$ cat config.mk
export PLATFORM = sky130hd
export DESIGN_NAME = bb3_frame_ctr
export DESIGN_NICKNAME = d
export VERILOG_FILES = /design/src/design/bb3_pkg.sv /design/src/design/bb3_frame_ctr.sv
export SDC_FILE = /design/constraint.sdc
export NUM_CORES = 1
export LEC_CHECK = 0
export BUFFER_PORTS_ARGS = -buffer_cell sky130_fd_sc_hd__buf_2
export CORE_MARGIN = 4
export CORE_UTILIZATION = 60
export DETAILED_ROUTE_END_ITERATION = 8
export PLACE_DENSITY = 0.9
export SLEW_MARGIN = 20
export SYNTH_ARGS = -nofsm -noshare
export SYNTH_HDL_FRONTEND = slang
export SYNTH_SLANG_ARGS = --single-unit
$ cat constraint.sdc
create_clock -name aclk -period 10.06 [get_ports aclk]
set_clock_uncertainty 0.05 [all_clocks]
set_input_delay 3.018 -clock aclk [delete_from_list [all_inputs] [get_ports aclk]]
set_output_delay 3.018 -clock aclk [all_outputs]
set_load 0.01 [all_outputs]
$ cat src/design/bb3_pkg.sv
`timescale 1ns / 1ps
// ----------------------------------------------------------------------------
// bb3_pkg
// Shared types, sizes and helpers for the 3x3 RGBA box blur.
// ----------------------------------------------------------------------------
package bb3_pkg;

    // line store geometry
    localparam int LINE_PIXELS = 2048;
    localparam int LINE_IDX_W  = $clog2(LINE_PIXELS);
    localparam int WIDTH_REG_W = 12;
    localparam int HEIGHT_REG_W = 13;
    localparam int MAX_LINES   = 4096;
    localparam int ROW_W       = $clog2(MAX_LINES);
    localparam int PIX_W       = 32;
    localparam int CHAN_W      = 8;
    localparam int SUM_W       = 12;
    localparam int CFG_IDX_W   = 8;
    localparam int CFG_DATA_W  = 16;

    // reset frame size
    localparam logic [WIDTH_REG_W-1:0]  WIDTH_RESET  = WIDTH_REG_W'(512);
    localparam logic [HEIGHT_REG_W-1:0] HEIGHT_RESET = HEIGHT_REG_W'(512);

    // register indexes
    localparam logic [CFG_IDX_W-1:0] REG_FRAME_WIDTH  = CFG_IDX_W'(0);
    localparam logic [CFG_IDX_W-1:0] REG_FRAME_HEIGHT = CFG_IDX_W'(1);

    // reciprocal of nine, exact floor for sums up to 9*255
    localparam int          DIV9_SHIFT = 15;
    localparam logic [11:0] DIV9_MUL   = 12'd3641;

    // position of the pixel being accepted
    typedef struct packed {
        logic                  produce;
        logic                  frame_end;
        logic [LINE_IDX_W-1:0] idx;
    } pos_t;

    // floor(sum / 9) by reciprocal multiply
    function automatic logic [CHAN_W-1:0] div9(input logic [SUM_W-1:0] s);
        logic [SUM_W+12-1:0] prod;
        prod = {12'd0, s} * {{SUM_W{1'b0}}, DIV9_MUL};
        return prod[DIV9_SHIFT +: CHAN_W];
    endfunction

    // one channel of a packed pixel, widened to the sum width
    function automatic logic [SUM_W-1:0] chan(input logic [PIX_W-1:0] px,
                                              input int k);
        return {{(SUM_W-CHAN_W){1'b0}}, px[k*CHAN_W +: CHAN_W]};
    endfunction

endpackage

$ cat src/design/bb3_frame_ctr.sv
`timescale 1ns / 1ps
// ----------------------------------------------------------------------------
// bb3_frame_ctr
// Frame size registers, size clamping and column / row position counters.
// ----------------------------------------------------------------------------
module bb3_frame_ctr (
    input  logic                            aclk,
    input  logic                            aresetn,
    input  logic                            cfg_valid,
    input  logic [bb3_pkg::CFG_IDX_W-1:0]   cfg_index,
    input  logic [bb3_pkg::CFG_DATA_W-1:0]  cfg_data,
    input  logic                            step,
    output bb3_pkg::pos_t                   pos
);

    localparam int IW = bb3_pkg::LINE_IDX_W;
    localparam int RW = bb3_pkg::ROW_W;
    localparam int WW = bb3_pkg::WIDTH_REG_W;
    localparam int HW = bb3_pkg::HEIGHT_REG_W;

    logic [WW-1:0] width_reg, width_next;
    logic [HW-1:0] height_reg, height_next;
    logic [IW-1:0] col_reg, col_next;
    logic [RW-1:0] row_reg, row_next;
    logic [WW-1:0] eff_width;
    logic [HW-1:0] eff_height;
    logic [IW-1:0] col_last;
    logic [RW-1:0] row_last;
    logic          size_wr;

    // clamp the size registers to the supported range
    always_comb begin
        if (width_reg < WW'(3)) begin
            eff_width = WW'(3);
        end else if (width_reg > WW'(bb3_pkg::LINE_PIXELS)) begin
            eff_width = WW'(bb3_pkg::LINE_PIXELS);
        end else begin
            eff_width = width_reg;
        end
        if (height_reg < HW'(3)) begin
            eff_height = HW'(3);
        end else if (height_reg > HW'(bb3_pkg::MAX_LINES)) begin
            eff_height = HW'(bb3_pkg::MAX_LINES);
        end else begin
            eff_height = height_reg;
        end
    end

    assign col_last = IW'(eff_width - WW'(1));
    assign row_last = RW'(eff_height - HW'(1));

    // register writes
    always_comb begin
        width_next  = width_reg;
        height_next = height_reg;
        size_wr     = 1'b0;
        if (cfg_valid) begin
            if (cfg_index == bb3_pkg::REG_FRAME_WIDTH) begin
                width_next = cfg_data[WW-1:0];
                size_wr    = 1'b1;
            end else if (cfg_index == bb3_pkg::REG_FRAME_HEIGHT) begin
                height_next = cfg_data[HW-1:0];
                size_wr     = 1'b1;
            end
        end
    end

    // position counters, restarted by any size write
    always_comb begin
        col_next = col_reg;
        row_next = row_reg;
        if (size_wr) begin
            col_next = '0;
            row_next = '0;
        end else if (step) begin
            if (col_reg == col_last) begin
                col_next = '0;
                row_next = (row_reg == row_last) ? '0 : row_reg + RW'(1);
            end else begin
                col_next = col_reg + IW'(1);
            end
        end
    end

    always_ff @(posedge aclk) begin
        if (!aresetn) begin
            width_reg  <= bb3_pkg::WIDTH_RESET;
            height_reg <= bb3_pkg::HEIGHT_RESET;
            col_reg    <= '0;
            row_reg    <= '0;
        end else begin
            width_reg  <= width_next;
            height_reg <= height_next;
            col_reg    <= col_next;
            row_reg    <= row_next;
        end
    end

    // interior pixels produce a result
    assign pos.produce   = (row_reg >= RW'(2)) && (col_reg >= IW'(2));
    assign pos.frame_end = (row_reg == row_last) && (col_reg == col_last);
    assign pos.idx       = col_reg;

endmodule

; Word-level counts from Yosys, hierarchy flattened
; Cells that the tools add are included.
[totals]
wordCells = 35
input_bits = 28
reg_bits = 48
out_inout_bits = 13
[op_classes]
addsub = 4
bitwise = 2
n_reduce_logical = 7
mux = 9
magnitude_cmp = 6
n_eq_ne = 3
[ops]
columns = operator, n
row1 = $mux W12, 3
row2 = $mux W11, 3
row3 = $gt A13 B13 Y1 const B, 1
row4 = $lt A13 B2 Y1 const B, 1
row5 = $add A12 B1 Y12 const B, 1
row6 = $eq A12 B12 Y1, 1
row7 = $ge A12 B2 Y1 const B, 1
row8 = $gt A12 B12 Y1 const B, 1
row9 = $lt A12 B2 Y1 const B, 1
row10 = $sub A12 B1 Y12 const B, 1
row11 = $add A11 B1 Y11 const B, 1
row12 = $eq A11 B11 Y1, 1
row13 = $ge A11 B2 Y1 const B, 1
row14 = $sub A11 B1 Y11 const B, 1
row15 = $eq A8 B1 Y1 const B, 1
row16 = $logic_not A8 Y1, 1
row17 = $reduce_and A2 Y1, 2
row18 = $mux W1, 3
row19 = $reduce_and A3 Y1, 1
row20 = $logic_and A1 B1 Y1, 2
row21 = $not A1 Y1, 2
row22 = $reduce_or A2 Y1, 1

; Longest topological paths before layout
[depth]
depth_word = 6
depth_mapped = 16
mapped_depth_nobuf = 12

; Worst setup path before layout
; Ideal clock, no wire load.
[synth_path]
path_kind = register -> output
startpoint = reg width_reg[2]
endpoint = out pos[11] in the netlist's numbering
path_slack_ps = 4020
arrival_time_ps = 2972
n_path_buf = 2
required_time_ps = 6992
path_stages_with_launch = 13
path_cell_list = dfxtp_1 > buf_6 > or4_4 > nor3_4 > nor2_1 > ha_1 > clkbuf_1 > and2_1 > a32oi_1 > nand4b_1 > nor4b_4 > nand2_1 > nor2_1
[synth_rtl]
columns = item, line_no
row1 = start: declaration, bb3_frame_ctr.sv:21  ; logic [WW-1:0] width_reg, width_next;
row2 = start signal: assignment, bb3_frame_ctr.sv:87  ; width_reg <= bb3_pkg::WIDTH_RESET;
row3 = start signal: assignment, bb3_frame_ctr.sv:92  ; width_reg <= width_next;
row4 = end: declaration, bb3_frame_ctr.sv:13  ; output bb3_pkg::pos_t pos

==> out/qor.txt <==
status = finished clean
Worst Path Buf+Inv = 1
Final Max Tran Viols = 0
CP endpoint kind = output port
r2r startpoint = width_reg[2]$_SDFFE_PN0P_
flops & latches, synth = 48
post-synth top area share = 28.03%
worst path required time = 6990 ps
GR Overflow Total = 0
Max stage delay cell, worst path = or4_4
R2R setup slack = 5710 ps
Die W = 83.59 um
ranking of synthesized cells by area = dfxtp_1 28%, mux2i_1 9.1%, nor2b_1 6.0%, xnor2_1 4.3%, a21oi_1 3.5%
setup bufs post-CTS = 0
Num CTS Buffers = 5
Internal Power = 0.0002472 W
1st-iter DRT viols = 207
worst setup path startpoint = width_reg[2]$_SDFFE_PN0P_
worst hold path type = reg2reg
Final Cycle Share = 67.79%
Detail Placement HPWL = 6.255 mm
die area = 6987 um^2
CTS H-tree lvls = 2
most frequent cells in the layout = 48 x dfxtp_1, 37 x buf_2, 33 x nor2b_1
Setup Viol. Count Final = 0
Reg clk slew, reported paths = 80 ps
fin crit period = 6819 ps
first-pass iteration count of the detailed router = 5
pre-CTS setup slack = 3601 ps
P&R area growth vs syn = 6.715%
register share of total power = 59.7%
Synth cell types = 59
Worst VDD drop = 0.00006584 V
Logic pwr share = 6.3%
# diodes = 0
Max-slew headroom = 48.57%
crit path cell chain = or4_4, nor3_4, nor2_1, ha_1, xnor2_1, xnor2_1, a31oi_1, nand4b_1, nor4b_4, nand2_1, nor2_1, buf_2
YS warnings = 0
asr flop ratio synth = 0%
initial antenna violation count = 0
CP Launch Type = flip-flop
Largest register FFs = 13
site row count = 27
min-delay src = row_reg[10]$_SDFFE_PP0P_
Worst Path Arrival = 3750 ps
RD Place Congestion = 0.9185
drt wl/cell = 16.21 um
vias in the first global route = 3,093
Max Fclk = 0.1466 GHz
Cell Pwr Density = 87.98 nW/um^2
maxcap violations = 0
largest net degree at the start of global routing = 27
net count after synthesis = 460
Slew @ Worst Pin = 764.9 ps
# hold bufs at CTS = 0
RSZ-0062 raised after global routing = false
Initial Util = 61.88%
Mean Syn Cell Area = 8.048 um^2
commonest non-fill, non-tap cell in the layout = dfxtp_1
critical path type = reg2out
cell taking the most area after synthesis = dfxtp_1
CTS max path bufs = 2
CTS root buf = clkbuf_8
number of clock sinks = 48
Total Nets Final = 474
P_sw = 0.00007469 W
fraction of layout cells with a size suffix above 1 = 12.27%
final hold violations = 0
post-cts resize count = 0
Post-Route WL = 8.300 mm
via count = 3,253
sw frac = 23.20%
first-pass GRT wire length = 14.52 mm
# IOs = 41
crit path max fanout = 15
Clock Power Share = 34.0%
Largest stage delay, worst path = 600 ps
post-route setup slack = 3241 ps
sequential area share after synthesis = 28.03%
CORE AREA = 5540 um^2
die height = 83.59 um
Via-to-Cell Ratio = 6.354
Synth Instances = 426
Top FF cell, synth = dfxtp_1
Post-synth EDFFs = 0
largest delay contributor family on the critical path = simple AND/OR/NAND/NOR gates
# port buffers = 37
cell area after synthesis = 3428 um^2
CTS tree = yes
DRC Markers = 0
Total Routing Usage GR = 24.15%
P_leak = 1.429 nW
Routed Antenna Nets = 0
Worst-Skew Late Latency = 300 ps
Setup TNS Final = 0 ps
-- Yosys cell counts (3+ instances only) --
master and number:
o31ai_1 7, nor3_1 12, dfxtp_1 48, and3_1 8, nor3b_1 4, xor2_1 11
buf_1 3, nor2_1 24, nand2_1 23, a31oi_1 4, o21ai_0 22, ha_1 6
inv_1 14, xnor2_1 17, nand3_1 11, and4_1 3, nor4b_1 3, and2_1 4
a211oi_1 4, nand2b_1 5, nor4_1 17, a21oi_1 24, or4_1 9, mux2i_1 31
or3_1 5, nand4_1 10, nor2b_1 33, buf_2 4, clkbuf_1 22, or4_4 3
-- power groups by stage --
| stage | combinational [W] | clock, W | sequential (W) |
|---|---|---|---|
| floorplan | 0.0000107 | 0 | 0.000196 |
| global placement | 0.0000193 | 0 | 0.000197 |
| detailed placement | 0.0000199 | 0 | 0.000197 |
| CTS | 0.0000200 | 0.000111 | 0.000192 |
| global route | 0.0000220 | 0.000120 | 0.000192 |
| finish | 0.0000202 | 0.000109 | 0.000192 |
-- logic make-up (layout without fill, tap and decap cells) --
group                    after synthesis  after routing  synth area share, %
buffers and inverters                 44             58                5.182
XOR/XNOR                              29             29                7.628
adder cells (fa/ha/maj)                6              6                2.190
AO/OA/AOI/OAI                         84             84                15.62
multiplexers                          32             32                9.380
flip-flops                            48             48                28.03
AND/OR/NAND/NOR                      183            183                31.97
-- worst paths after layout --
path | end | cells past startpoint
setup / recovery | pos[11] | 12
hold / removal | row_reg[10]$_SDFFE_PP0P_ | 2
setup reg to reg | row_reg[2]$_SDFFE_PP0P_ | 12
hold reg to reg | row_reg[10]$_SDFFE_PP0P_ | 2
-- through the flow --
| step | cell area, um^2 | power (W) | cells | util, % | hold WS, ps |
|---|---|---|---|---|---|
| detailed placement | 3581 | 0.0002165 | 505 | 64.63 | 475.8 |
| floorplan | 3428 | 0.0002071 | 426 | - | 439.6 |
| CTS | 3659 | 0.0003232 | 512 | 66.03 | 488.7 |
| global route | 3659 | 0.0003345 | 512 | 66.03 | 536.4 |
| global placement | 3578 | 0.0002159 | 505 | 64.59 | 470.2 |
| finish | 3659 | 0.0003219 | 512 | 66.03 | 495.3 |
-- area by class of cell --
type / instances / area, um^2
Clock buffer: 6 / 72.57
Multi-Input combinational cell: 334 / 2292
Tap cell: 72 / 90.09
Timing Repair Buffer: 37 / 185.2
Sequential cell: 48 / 960.9
Clock inverter: 1 / 5.005
Fill cell: 455 / 1882
Inverter: 14 / 52.55
-- per-layer routing --
metal,share of wire (%),GRT usage (%),vias to the layer above
met5,0,0,-
met4,2.2,9.064,0
met3,4.9,3.751,22
met2,50,40.56,95
met1,43,31.09,1558
li1,-,-,1578
-- worst reg2reg max path, stage by stage (launching register included) --
cell,delay (ps)
dfxtp_1,410
or4_4,600
nor3_4,300
nor2_1,110
ha_1,380
xnor2_1,200
xnor2_1,150
a31oi_1,160
nand4b_1,170
nor4b_4,570
a31o_2,380
nor2b_1,620
nor2b_1,110
Note: power is estimated with default switching activity, not from simulation.
