==> config.mk <==
export PLATFORM = sky130hd
export DESIGN_NAME = bb3_window
export DESIGN_NICKNAME = d
export VERILOG_FILES = /design/src/design/bb3_pkg.sv /design/src/design/bb3_window.sv
export SDC_FILE = /design/constraint.sdc
export NUM_CORES = 1
export LEC_CHECK = 0
export BUFFER_PORTS_ARGS = -buffer_cell sky130_fd_sc_hd__buf_2
export CAP_MARGIN = 20
export CORE_AREA = 2 2 165 183
export CTS_CLUSTER_SIZE = 12
export DETAILED_ROUTE_END_ITERATION = 8
export DIE_AREA = 0 0 167 185
export PLACE_DENSITY = 0.91
export RECOVER_POWER = 50
export SYNTH_ARGS = -nofsm -noshare
export SYNTH_HDL_FRONTEND = slang
export SYNTH_SLANG_ARGS = --single-unit
export TNS_END_PERCENT = 100
==> constraint.sdc <==
create_clock -name aclk -period 28.3 [get_ports aclk]
set_input_delay 2.83 -clock aclk [delete_from_list [all_inputs] [get_ports aclk]]
set_output_delay 2.83 -clock aclk [all_outputs]
set_load 0.03 [all_outputs]
==> src/design/bb3_pkg.sv <==
`timescale 1ns / 1ps
// ----------------------------------------------------------------------------
// bb3_pkg
// Shared types, sizes and helpers for the 3x3 RGBA box blur.
// ----------------------------------------------------------------------------
package bb3_pkg;

    // line store geometry
    localparam int LINE_PIXELS = 2048;
    localparam int LINE_IDX_W  = $clog2(LINE_PIXELS);
    localparam int WIDTH_REG_W = 12;
    localparam int HEIGHT_REG_W = 13;
    localparam int MAX_LINES   = 4096;
    localparam int ROW_W       = $clog2(MAX_LINES);
    localparam int PIX_W       = 32;
    localparam int CHAN_W      = 8;
    localparam int SUM_W       = 12;
    localparam int CFG_IDX_W   = 8;
    localparam int CFG_DATA_W  = 16;

    // reset frame size
    localparam logic [WIDTH_REG_W-1:0]  WIDTH_RESET  = WIDTH_REG_W'(512);
    localparam logic [HEIGHT_REG_W-1:0] HEIGHT_RESET = HEIGHT_REG_W'(512);

    // register indexes
    localparam logic [CFG_IDX_W-1:0] REG_FRAME_WIDTH  = CFG_IDX_W'(0);
    localparam logic [CFG_IDX_W-1:0] REG_FRAME_HEIGHT = CFG_IDX_W'(1);

    // reciprocal of nine, exact floor for sums up to 9*255
    localparam int          DIV9_SHIFT = 15;
    localparam logic [11:0] DIV9_MUL   = 12'd3641;

    // position of the pixel being accepted
    typedef struct packed {
        logic                  produce;
        logic                  frame_end;
        logic [LINE_IDX_W-1:0] idx;
    } pos_t;

    // floor(sum / 9) by reciprocal multiply
    function automatic logic [CHAN_W-1:0] div9(input logic [SUM_W-1:0] s);
        logic [SUM_W+12-1:0] prod;
        prod = {12'd0, s} * {{SUM_W{1'b0}}, DIV9_MUL};
        return prod[DIV9_SHIFT +: CHAN_W];
    endfunction

    // one channel of a packed pixel, widened to the sum width
    function automatic logic [SUM_W-1:0] chan(input logic [PIX_W-1:0] px,
                                              input int k);
        return {{(SUM_W-CHAN_W){1'b0}}, px[k*CHAN_W +: CHAN_W]};
    endfunction

endpackage

==> src/design/bb3_window.sv <==
`timescale 1ns / 1ps
// ----------------------------------------------------------------------------
// bb3_window
// Two-column window registers and the per-channel mean of nine.
// ----------------------------------------------------------------------------
module bb3_window (
    input  logic                        aclk,
    input  logic                        aresetn,
    input  logic                        shift,
    input  logic [bb3_pkg::PIX_W-1:0]   top,
    input  logic [bb3_pkg::PIX_W-1:0]   mid,
    input  logic [bb3_pkg::PIX_W-1:0]   pix,
    output logic [bb3_pkg::PIX_W-1:0]   result
);

    localparam int SW = bb3_pkg::SUM_W;
    localparam int CW = bb3_pkg::CHAN_W;

    logic [bb3_pkg::PIX_W-1:0] win_reg [6];
    logic [SW-1:0]             sum [3];

    // window shift, one column per advanced beat
    always_ff @(posedge aclk) begin
        if (!aresetn) begin
            for (int i = 0; i < 6; i++) begin
                win_reg[i] <= '0;
            end
        end else if (shift) begin
            win_reg[0] <= win_reg[3];
            win_reg[1] <= win_reg[4];
            win_reg[2] <= win_reg[5];
            win_reg[3] <= top;
            win_reg[4] <= mid;
            win_reg[5] <= pix;
        end
    end

    // nine-term sums and divide by nine per colour channel
    always_comb begin
        for (int k = 0; k < 3; k++) begin
            sum[k] = bb3_pkg::chan(win_reg[0], k) + bb3_pkg::chan(win_reg[1], k)
                   + bb3_pkg::chan(win_reg[2], k) + bb3_pkg::chan(win_reg[3], k)
                   + bb3_pkg::chan(win_reg[4], k) + bb3_pkg::chan(win_reg[5], k)
                   + bb3_pkg::chan(top, k) + bb3_pkg::chan(mid, k)
                   + bb3_pkg::chan(pix, k);
            result[k*CW +: CW] = bb3_pkg::div9(sum[k]);
        end
        // centre alpha passes through
        result[3*CW +: CW] = win_reg[4][3*CW +: CW];
    end

endmodule

# Word-level counts from Yosys, hierarchy flattened
# Memory sizes are Yosys's and may differ from the RTL's.
# Index checks and enable logic that the tools add are counted.
# Widths: inputs -> output; s select.
[word_totals]
regBits = 0
mem_bits_rw = 192
input_bits = 99
output_inout_bits = 32
elab_cells = 44
memories = 1
[op_classes]
add_sub_neg = 24
mul = 3
muxes = 10
bitwise_logic = 6
[memory_table]
columns = ["memory", "depth", "word_bits", "read_ports", "rd_ports_with_merged_regs", "write_ports", "line_no", "source"]
rows = [
  ["win_reg", 6, 32, 6, 0, 6, "bb3_window.sv:19", "logic [bb3_pkg::PIX_W-1:0] win_reg [6];"],
]
[op_table]
columns = ["operator", "n"]
rows = [
  ["$mux 32", 6],
  ["$add 12x8->12", 12],
  ["$mul 12x12->23 const B", 3],
  ["$add 11x8->12", 3],
  ["$add 10x8->11", 3],
  ["$add 9x8->10", 3],
  ["$add 8x8->9", 3],
  ["$or 1x1->1", 6],
  ["$mux 1", 4],
]

# Longest topological paths before layout
# Gate-level depths: netlist of the first run.
[logic_depth]
ltp_word = 9
ltp_mapped = 33
depth_no_buf = 33

# Least setup slack after synthesis of the first run
# No wires, ideal clock.
[synth_timing]
kind = "input-to-output"
startpoint = "input top[18] (netlist name)"
endpoint = "output result[23] (netlist name)"
arrival_ns = 10.886
required_time_ns = 25.470
setup_slack_ns = 14.584
stages = 30
path_buffers = 0
path_cell_list = "inv_1 -> fa_1 -> inv_1 -> fa_1 -> fa_1 -> fa_1 -> ha_1 -> fa_1 -> a21o_1 -> a21oi_1 -> o21ai_0 -> nor2_1 -> xnor2_1 -> xor2_1 -> ha_1 -> ha_1 -> inv_1 -> fa_1 -> inv_1 -> fa_1 -> inv_1 -> fa_1 -> inv_1 -> ha_1 -> nand4_1 -> nor3_1 -> nand4_1 -> nand3_1 -> nand2_1 -> o311ai_0"
[synth_between]
elab_chain_cells = 4
[synth_rtl]
columns = ["item", "line_no", "source"]
rows = [
  ["start, declared", "bb3_window.sv:10", "input logic [bb3_pkg::PIX_W-1:0] top,"],
  ["$add 12x8->12 (2 in a row)", "bb3_window.sv:44", "+ bb3_pkg::chan(top, k) + bb3_pkg::chan(mid, k)"],
  ["$add 12x8->12", "bb3_window.sv:45", "+ bb3_pkg::chan(pix, k);"],
  ["$mul 12x12->23", "bb3_pkg.sv:43", "prod = {12'd0, s} * {{SUM_W{1'b0}}, DIV9_MUL};"],
  ["end, declared", "bb3_window.sv:13", "output logic [bb3_pkg::PIX_W-1:0] result"],
]
# No other way between the ends.

# Worst setup path in the final report of the first run
[layout_timing]
startpoint = "input top[2] (netlist name)"
endpoint = "output result[4] (netlist name)"
# Same word-level chain as after synthesis.

==> results of run 1 <==
## layer usage
metal | part of all wire [%] | GRT usage [%]
met2 | 54 | 41.43
met1 | 40 | 26.35
met5 | 0 | 0
met4 | 2.9 | 9.103
met3 | 3.0 | 2.778
## critical path: cells and delay by family
family	cells	cell delay, ns
xor gates and xnor gates	3	0.81
buffers and inverters	11	0.87
AOI/OAI and AO/OA	7	1.56
adders and majority gates	12	4.79
and+or+nand+nor	2	0.19
## placed cells by master (no fill, tap or decap), drive strengths merged, types with 8 or more instances in the layout
cell type and n:
a21o 24, a21oi 26, and3 154, buf 107, clkbuf 29, edfxtp 152
fa 234, ha 241, inv 421, nand2 33, nand3 8, nor2 24
nor3 18, o21a 10, o21ai 22, xnor2 47, xor2 29
## final cells by class
type | instances | area share, %
timing repair buffer | 117 | 3.107
clock buffer | 19 | 2.317
antenna | 3 | 0.04017
multi-input combinational | 954 | 58.46
inverter | 417 | 8.376
sequential | 152 | 24.42
clock inverter | 13 | 0.7766
tap | 374 | 2.504
## cell usage after synthesis (all sizes together), types with 2 or more instances
master     n  area share, %
nor2      24           0.52
fa       234             27
o41ai      3           0.28
nor4       3           0.20
xor2      29            1.5
a21o      24            1.1
o211a      2           0.12
o31ai      3           0.13
o211ai     4           0.17
xnor2     47            2.4
a221oi     2           0.10
nor2b      6           0.22
nor3      18           0.59
nand3      8           0.23
or2        3           0.11
nand2     33           0.72
o21bai     4           0.17
o31a       2           0.10
o21a      10           0.44
or3        3           0.11
a2111oi    2           0.21
a21oi     26           0.78
nor3b      2          0.087
a211oi     3           0.20
a31oi      4           0.15
nand2b     5           0.18
o22ai      2          0.073
nand4      6           0.25
clkbuf    33           0.72
xnor3      2           0.26
ha       241             17
buf        8           0.35
o21ai     22           0.68
inv      417            9.1
a22o       2           0.11
edfxtp   152             26
and2       5           0.18
and3     154            5.6
## cells by family (layout without fill, tap and decap cells)
family,after synthesis,count (layout),share of synthesized area [%]
adders and majority gates,475,475,44.67
AOI/OAI and AO/OA,127,127,5.408
DFF,152,152,26.48
buffers and inverters,458,566,10.15
and+or+nand+nor,274,274,9.175
other,0,3,0
xor gates and xnor gates,78,78,4.123
## per-stage QoR
step	hold WS, ns	util (%)	area [sq um]
after detailed placement	0.5979	62.19	18130
after global placement	0.5849	62.19	18130
after CTS	0.6153	64.17	18710
after floorplan	0.5808	-	17240
final	0.6150	64.11	18690
after global routing	0.6265	64.11	18690
## path summary, 6_finish.rpt
kind / startpoint / to / slack [ns] / cells after the start
setup reg to reg: win_reg[0][151]$_SDFFCE_PN0P_ / win_reg[0][55]$_SDFFCE_PN0P_ / 27.39 / 1
hold / removal: win_reg[0][161]$_SDFFCE_PN0P_ / win_reg[0][65]$_SDFFCE_PN0P_ / 0.61 / 1
setup / recovery: top[2] / result[4] / 14.42 / 35
hold reg to reg: win_reg[0][161]$_SDFFCE_PN0P_ / win_reg[0][65]$_SDFFCE_PN0P_ / 0.61 / 1
==> impl_metrics.yaml, run 1 <==
drt:
  drc_errors: 0
  dr.pass1.iters: 5
  finalWirelength_microns: 32890
  wire_per_inst_microns: 16.05
  vias_per_cell: 5.377
  vias: 11020
  ant_nets: 0
  drtIter0Drc: 503
clocking:
  hold_buffers: 0
  ctsLongestPathBuffers: 2
  cts.repair.resized: 0
  clockRootBuffer: "clkbuf_16"
  cts.clk_slew.worst_paths_ns: 0.06
  cts_buffers: 17
  insertion_delay_ns: 0.43
  tritoncts: "done"
  clock_sinks: 152
  htree_levels: 4
  cts_setup_buffers: 0
finish:
  final_cells: 2049
  n_fill_cell: 2164
  largest_reg_flops: 152
  seq_area_sq_mm: 0.004564
  area_delta_synth_final_pct: 8.412
  layout.nets: 2233
  multi_input_area_sq_mm: 0.01092
  layout-drive-gt1-share_pct: 9.211
placement:
  globalplace.congestion: 0.9291
  hpwlAfterDp_microns: 26740
  pre_cts_ws_ns: 14.40
  port_buffers: 114
  dp.cells: 2014
die:
  die_height_microns: 185
  io_pins: 131
  die_w_microns: 167
  dieArea_sq_mm: 0.03090
  core_sq_mm: 0.02915
  initial_core_util_pct: 59.13
  placementRows: 66
sta:
  setup_viol: 0
  setup_ws_ns: 14.42
  hold_viol_final: 0
  worst_slew_pin_slew_ns: 3.261
  min_period_over_period_pct: 49.04
  max_slew_margin_pct: -117.4
  rsz0062_at_grt: "false"
  fmax_mhz: 72.05
  fin_setup_tns_ns: 0
  slew_violations: 225
  min_period_ns: 13.88
  skew_ns: 0.008709
setup_path:
  end_kind: "output port"
  cpMostUsedCell: "inv_1"
  cp.arrival_ns: 11.05
  slowest_stage: "fa_1"
  cp_max_fo: 5
  critPathLaunchType: "input pin"
  crit_required_ns: 25.47
  crit_type: "in2out"
  critical-path-max-stage-delay_ns: 0.54
synth:
  synth_area_per_cell_sq_um: 11.02
  netlist_instances: 1564
  synth-seq-cells: 152
  synthFlopType: "edfxtp_1"
  netlist_area_sq_mm: 0.01724
  synthArstFlopShare_pct: 0
  ys_seq_area_share_pct: 26.48
  synth_edf_count: 152
  yosys_warnings: 0
  ys_types: 66
  syn-num-nets: 2138
global_route:
  grt_pass1_vias: 12430
  overflow: 0
  groute.usage.overall_pct: 22.34
  grt_max_degree: 86
  grt_pass1_wl_microns: 55850
  antenna_found_initial: 3
status:
  violations: "capacitance limit, slew limit"
  status: "complete, but fails checks"
worst_hold_path:
  min-delay-path-class: "reg2reg"
run:
  max_cap_viol_count: 3
Power of run 1 is left out: the tool's default activity adds up to more than one toggle a clock period on the data nets, which glitch-free logic cannot reach.
==> run 2, diff against run 1 <==
--- a/config.mk
+++ b/config.mk
@@ -5,12 +5,13 @@
 export SDC_FILE = /design/constraint.sdc
 export NUM_CORES = 1
 export LEC_CHECK = 0
+export ABC_AREA = 1
 export BUFFER_PORTS_ARGS = -buffer_cell sky130_fd_sc_hd__buf_2
 export CAP_MARGIN = 20
-export CORE_AREA = 2 2 165 183
+export CORE_AREA = 2 2 170 189
 export CTS_CLUSTER_SIZE = 12
 export DETAILED_ROUTE_END_ITERATION = 8
-export DIE_AREA = 0 0 167 185
+export DIE_AREA = 0 0 172 191
 export PLACE_DENSITY = 0.91
 export RECOVER_POWER = 50
 export SYNTH_ARGS = -nofsm -noshare
==> constraint.sdc (replaced) <==
create_clock -name aclk -period 13.6 [get_ports aclk]
set_input_delay 1.36 -clock aclk [delete_from_list [all_inputs] [get_ports aclk]]
set_output_delay 1.36 -clock aclk [all_outputs]
set_load 0.03 [all_outputs]
==> run 2 against run 1 <==
  * The run still ends with capacitance limit, slew limit left
  * Non-clock buffer count unchanged
  * Synthesized cell count increased by 32%
  * Via count increased by 19%
  * Critical path depth increased by 1
  * Cell area increased by 6.9%
  * Flip-flop and latch count unchanged
  * Register-to-register slack got worse by 15 ns
  * Critical path type unchanged
  * Largest cell class unchanged
==> impl_metrics.yaml, run 2 <==
synth:
  synthArstFlopShare_pct: 0
  synth_area_per_cell_sq_um: 8.878
  synth-seq-cells: 152
  synth_edf_count: 152
  synth.most_common_cell: "inv_1"
  synthFlopType: "edfxtp_1"
  syn-num-nets: 2646
  ys_types: 34
  synth.area.top_cells: "fa_1 25%, edfxtp_1 25%, ha_1 16%"
  ys_seq_area_share_pct: 24.81
  yosysTopAreaCell: "fa_1"
  yosysTopAreaCellShare_pct: 25.47
  netlist_area_sq_mm: 0.01840
  netlist_instances: 2072
  synthTopCellsByCount: "631 x inv_1, 304 x nand2_1, 241 x ha_1"
  yosys_warnings: 0
placement:
  hpwlAfterDp_microns: 30950
  globalplace.congestion: 0.9165
  place_area_sq_mm: 0.01939
  pre_cts_ws_ns: 3.467
  port_buffers: 114
sta:
  min_period_ns: 10.13
  setup_viol: 0
  min_period_over_period_pct: 74.45
  fin_setup_tns_ns: 0
  max_slew_margin_pct: -157.0
  rsz0062_at_grt: "false"
  fmax_mhz: 98.77
  hold_viol_final: 0
  slew_violations: 159
  worst_slew_pin_slew_ns: 3.855
  skew_ns: 0.008204
  setup_ws_ns: 3.475
setup_path:
  crit_required_ns: 12.24
  cp_max_fo: 4
  cpMostUsedCell: "inv_1"
  end_kind: "output port"
  slowest_stage: "fa_1"
  cp.arrival_ns: 8.77
  critPathLaunchType: "input pin"
  crit_type: "in2out"
  critical-path-max-stage-delay_ns: 0.54
clocking:
  cts_setup_buffers: 0
  cts_buffers: 17
  ctsLongestPathBuffers: 2
  cts.clk_slew.worst_paths_ns: 0.06
  clock_sinks: 152
  tritoncts: "done"
  clockRootBuffer: "clkbuf_16"
  hold_buffers: 0
  cts.repair.resized: 0
  insertion_delay_ns: 0.42
  htree_levels: 4
die:
  io_pins: 131
  initial_core_util_pct: 59.40
  die_height_microns: 191
  core_sq_mm: 0.03097
  dieArea_sq_mm: 0.03285
  die_w_microns: 172
  placementRows: 68
finish:
  area_delta_synth_final_pct: 8.598
  n_fill_cell: 2442
  seq_area_sq_mm: 0.004564
  final_area_sq_mm: 0.01998
  most-common-layout-cells: "631 x inv_1, 304 x nand2_1, 241 x ha_1"
  multi_input_area_sq_mm: 0.01131
  layout-drive-gt1-share_pct: 8.060
  final_common_cell: "inv_1"
  layout.nets: 2757
  largest_reg_flops: 152
drt:
  vias_per_cell: 5.030
  dr.pass1.iters: 6
  finalWirelength_microns: 36420
  vias: 13160
  drtIter0Drc: 690
  ant_nets: 0
  drc_errors: 0
  wire_per_inst_microns: 13.92
worst_hold_path:
  min-delay-path-class: "reg2reg"
global_route:
  grt_max_degree: 89
  groute.usage.overall_pct: 23.74
  overflow: 0
  grt_pass1_wl_microns: 62220
  antenna_found_initial: 1
  grt_pass1_vias: 14240
status:
  status: "complete, but fails checks"
  violations: "capacitance limit, slew limit"
run:
  max_cap_viol_count: 2
[run 2: critical path: cells and delay by family]
family,cells,cell delay [ns]
fa+ha+maj,12,4.96
buf+inv,12,1.00
simple gates,9,0.85
xor+xnor,2,0.35
compound gates,1,0.24
[run 2: routing by layer]
layer | global-route usage, % | vias to the layer above | routed length, microns
met1 | 27.60 | 6336 | 14760
met3 | 3.023 | 92 | 1213
met5 | 0 | - | 0
met4 | 8.339 | 0 | 1049
met2 | 44.62 | 302 | 19400
li1 | - | 6434 | -
[run 2: metrics by stage]
stage	util [%]	instances	hold WS [ns]
floorplan	-	2072	0.5660
global placement	62.62	2583	0.5750
detailed placement	62.62	2583	0.5952
CTS	64.54	2615	0.6108
global route	64.50	2616	0.6521
finish	64.50	2617	0.6087
[run 2: cells by family after synthesis]
kind of cell	share of synthesized area, %
AO/OA/AOI/OAI	3.183
XOR/XNOR	2.122
adder cells (fa/ha/maj)	41.86
buffers and inverters	13.70
flip-flops	24.81
AND/OR/NAND/NOR	14.32
[run 2: area by class of cell]
| class | instances | share of cell area (%) |
|---|---|---|
| inverters | 637 | 11.97 |
| clock buffers | 18 | 2.148 |
| well taps | 420 | 2.631 |
| multi-input cells | 1258 | 56.62 |
| diodes | 1 | 0.01253 |
| repair buffers | 117 | 2.944 |
| clock inverters | 14 | 0.8268 |
| flip-flops and latches | 152 | 22.85 |
[run 2: path summary, 6_finish.rpt]
kind	slack (ns)	to	cells after the start	from
worst max-delay path	3.47	result[19]	36	top[18]
worst min-delay path	0.61	win_reg[0][76]$_SDFFCE_PN0P_	2	win_reg[0][172]$_SDFFCE_PN0P_
worst max register to register	12.65	win_reg[0][20]$_SDFFCE_PN0P_	2	win_reg[0][116]$_SDFFCE_PN0P_
worst min register to register	0.61	win_reg[0][76]$_SDFFCE_PN0P_	2	win_reg[0][172]$_SDFFCE_PN0P_
Power of run 2 is left out for the same reason.
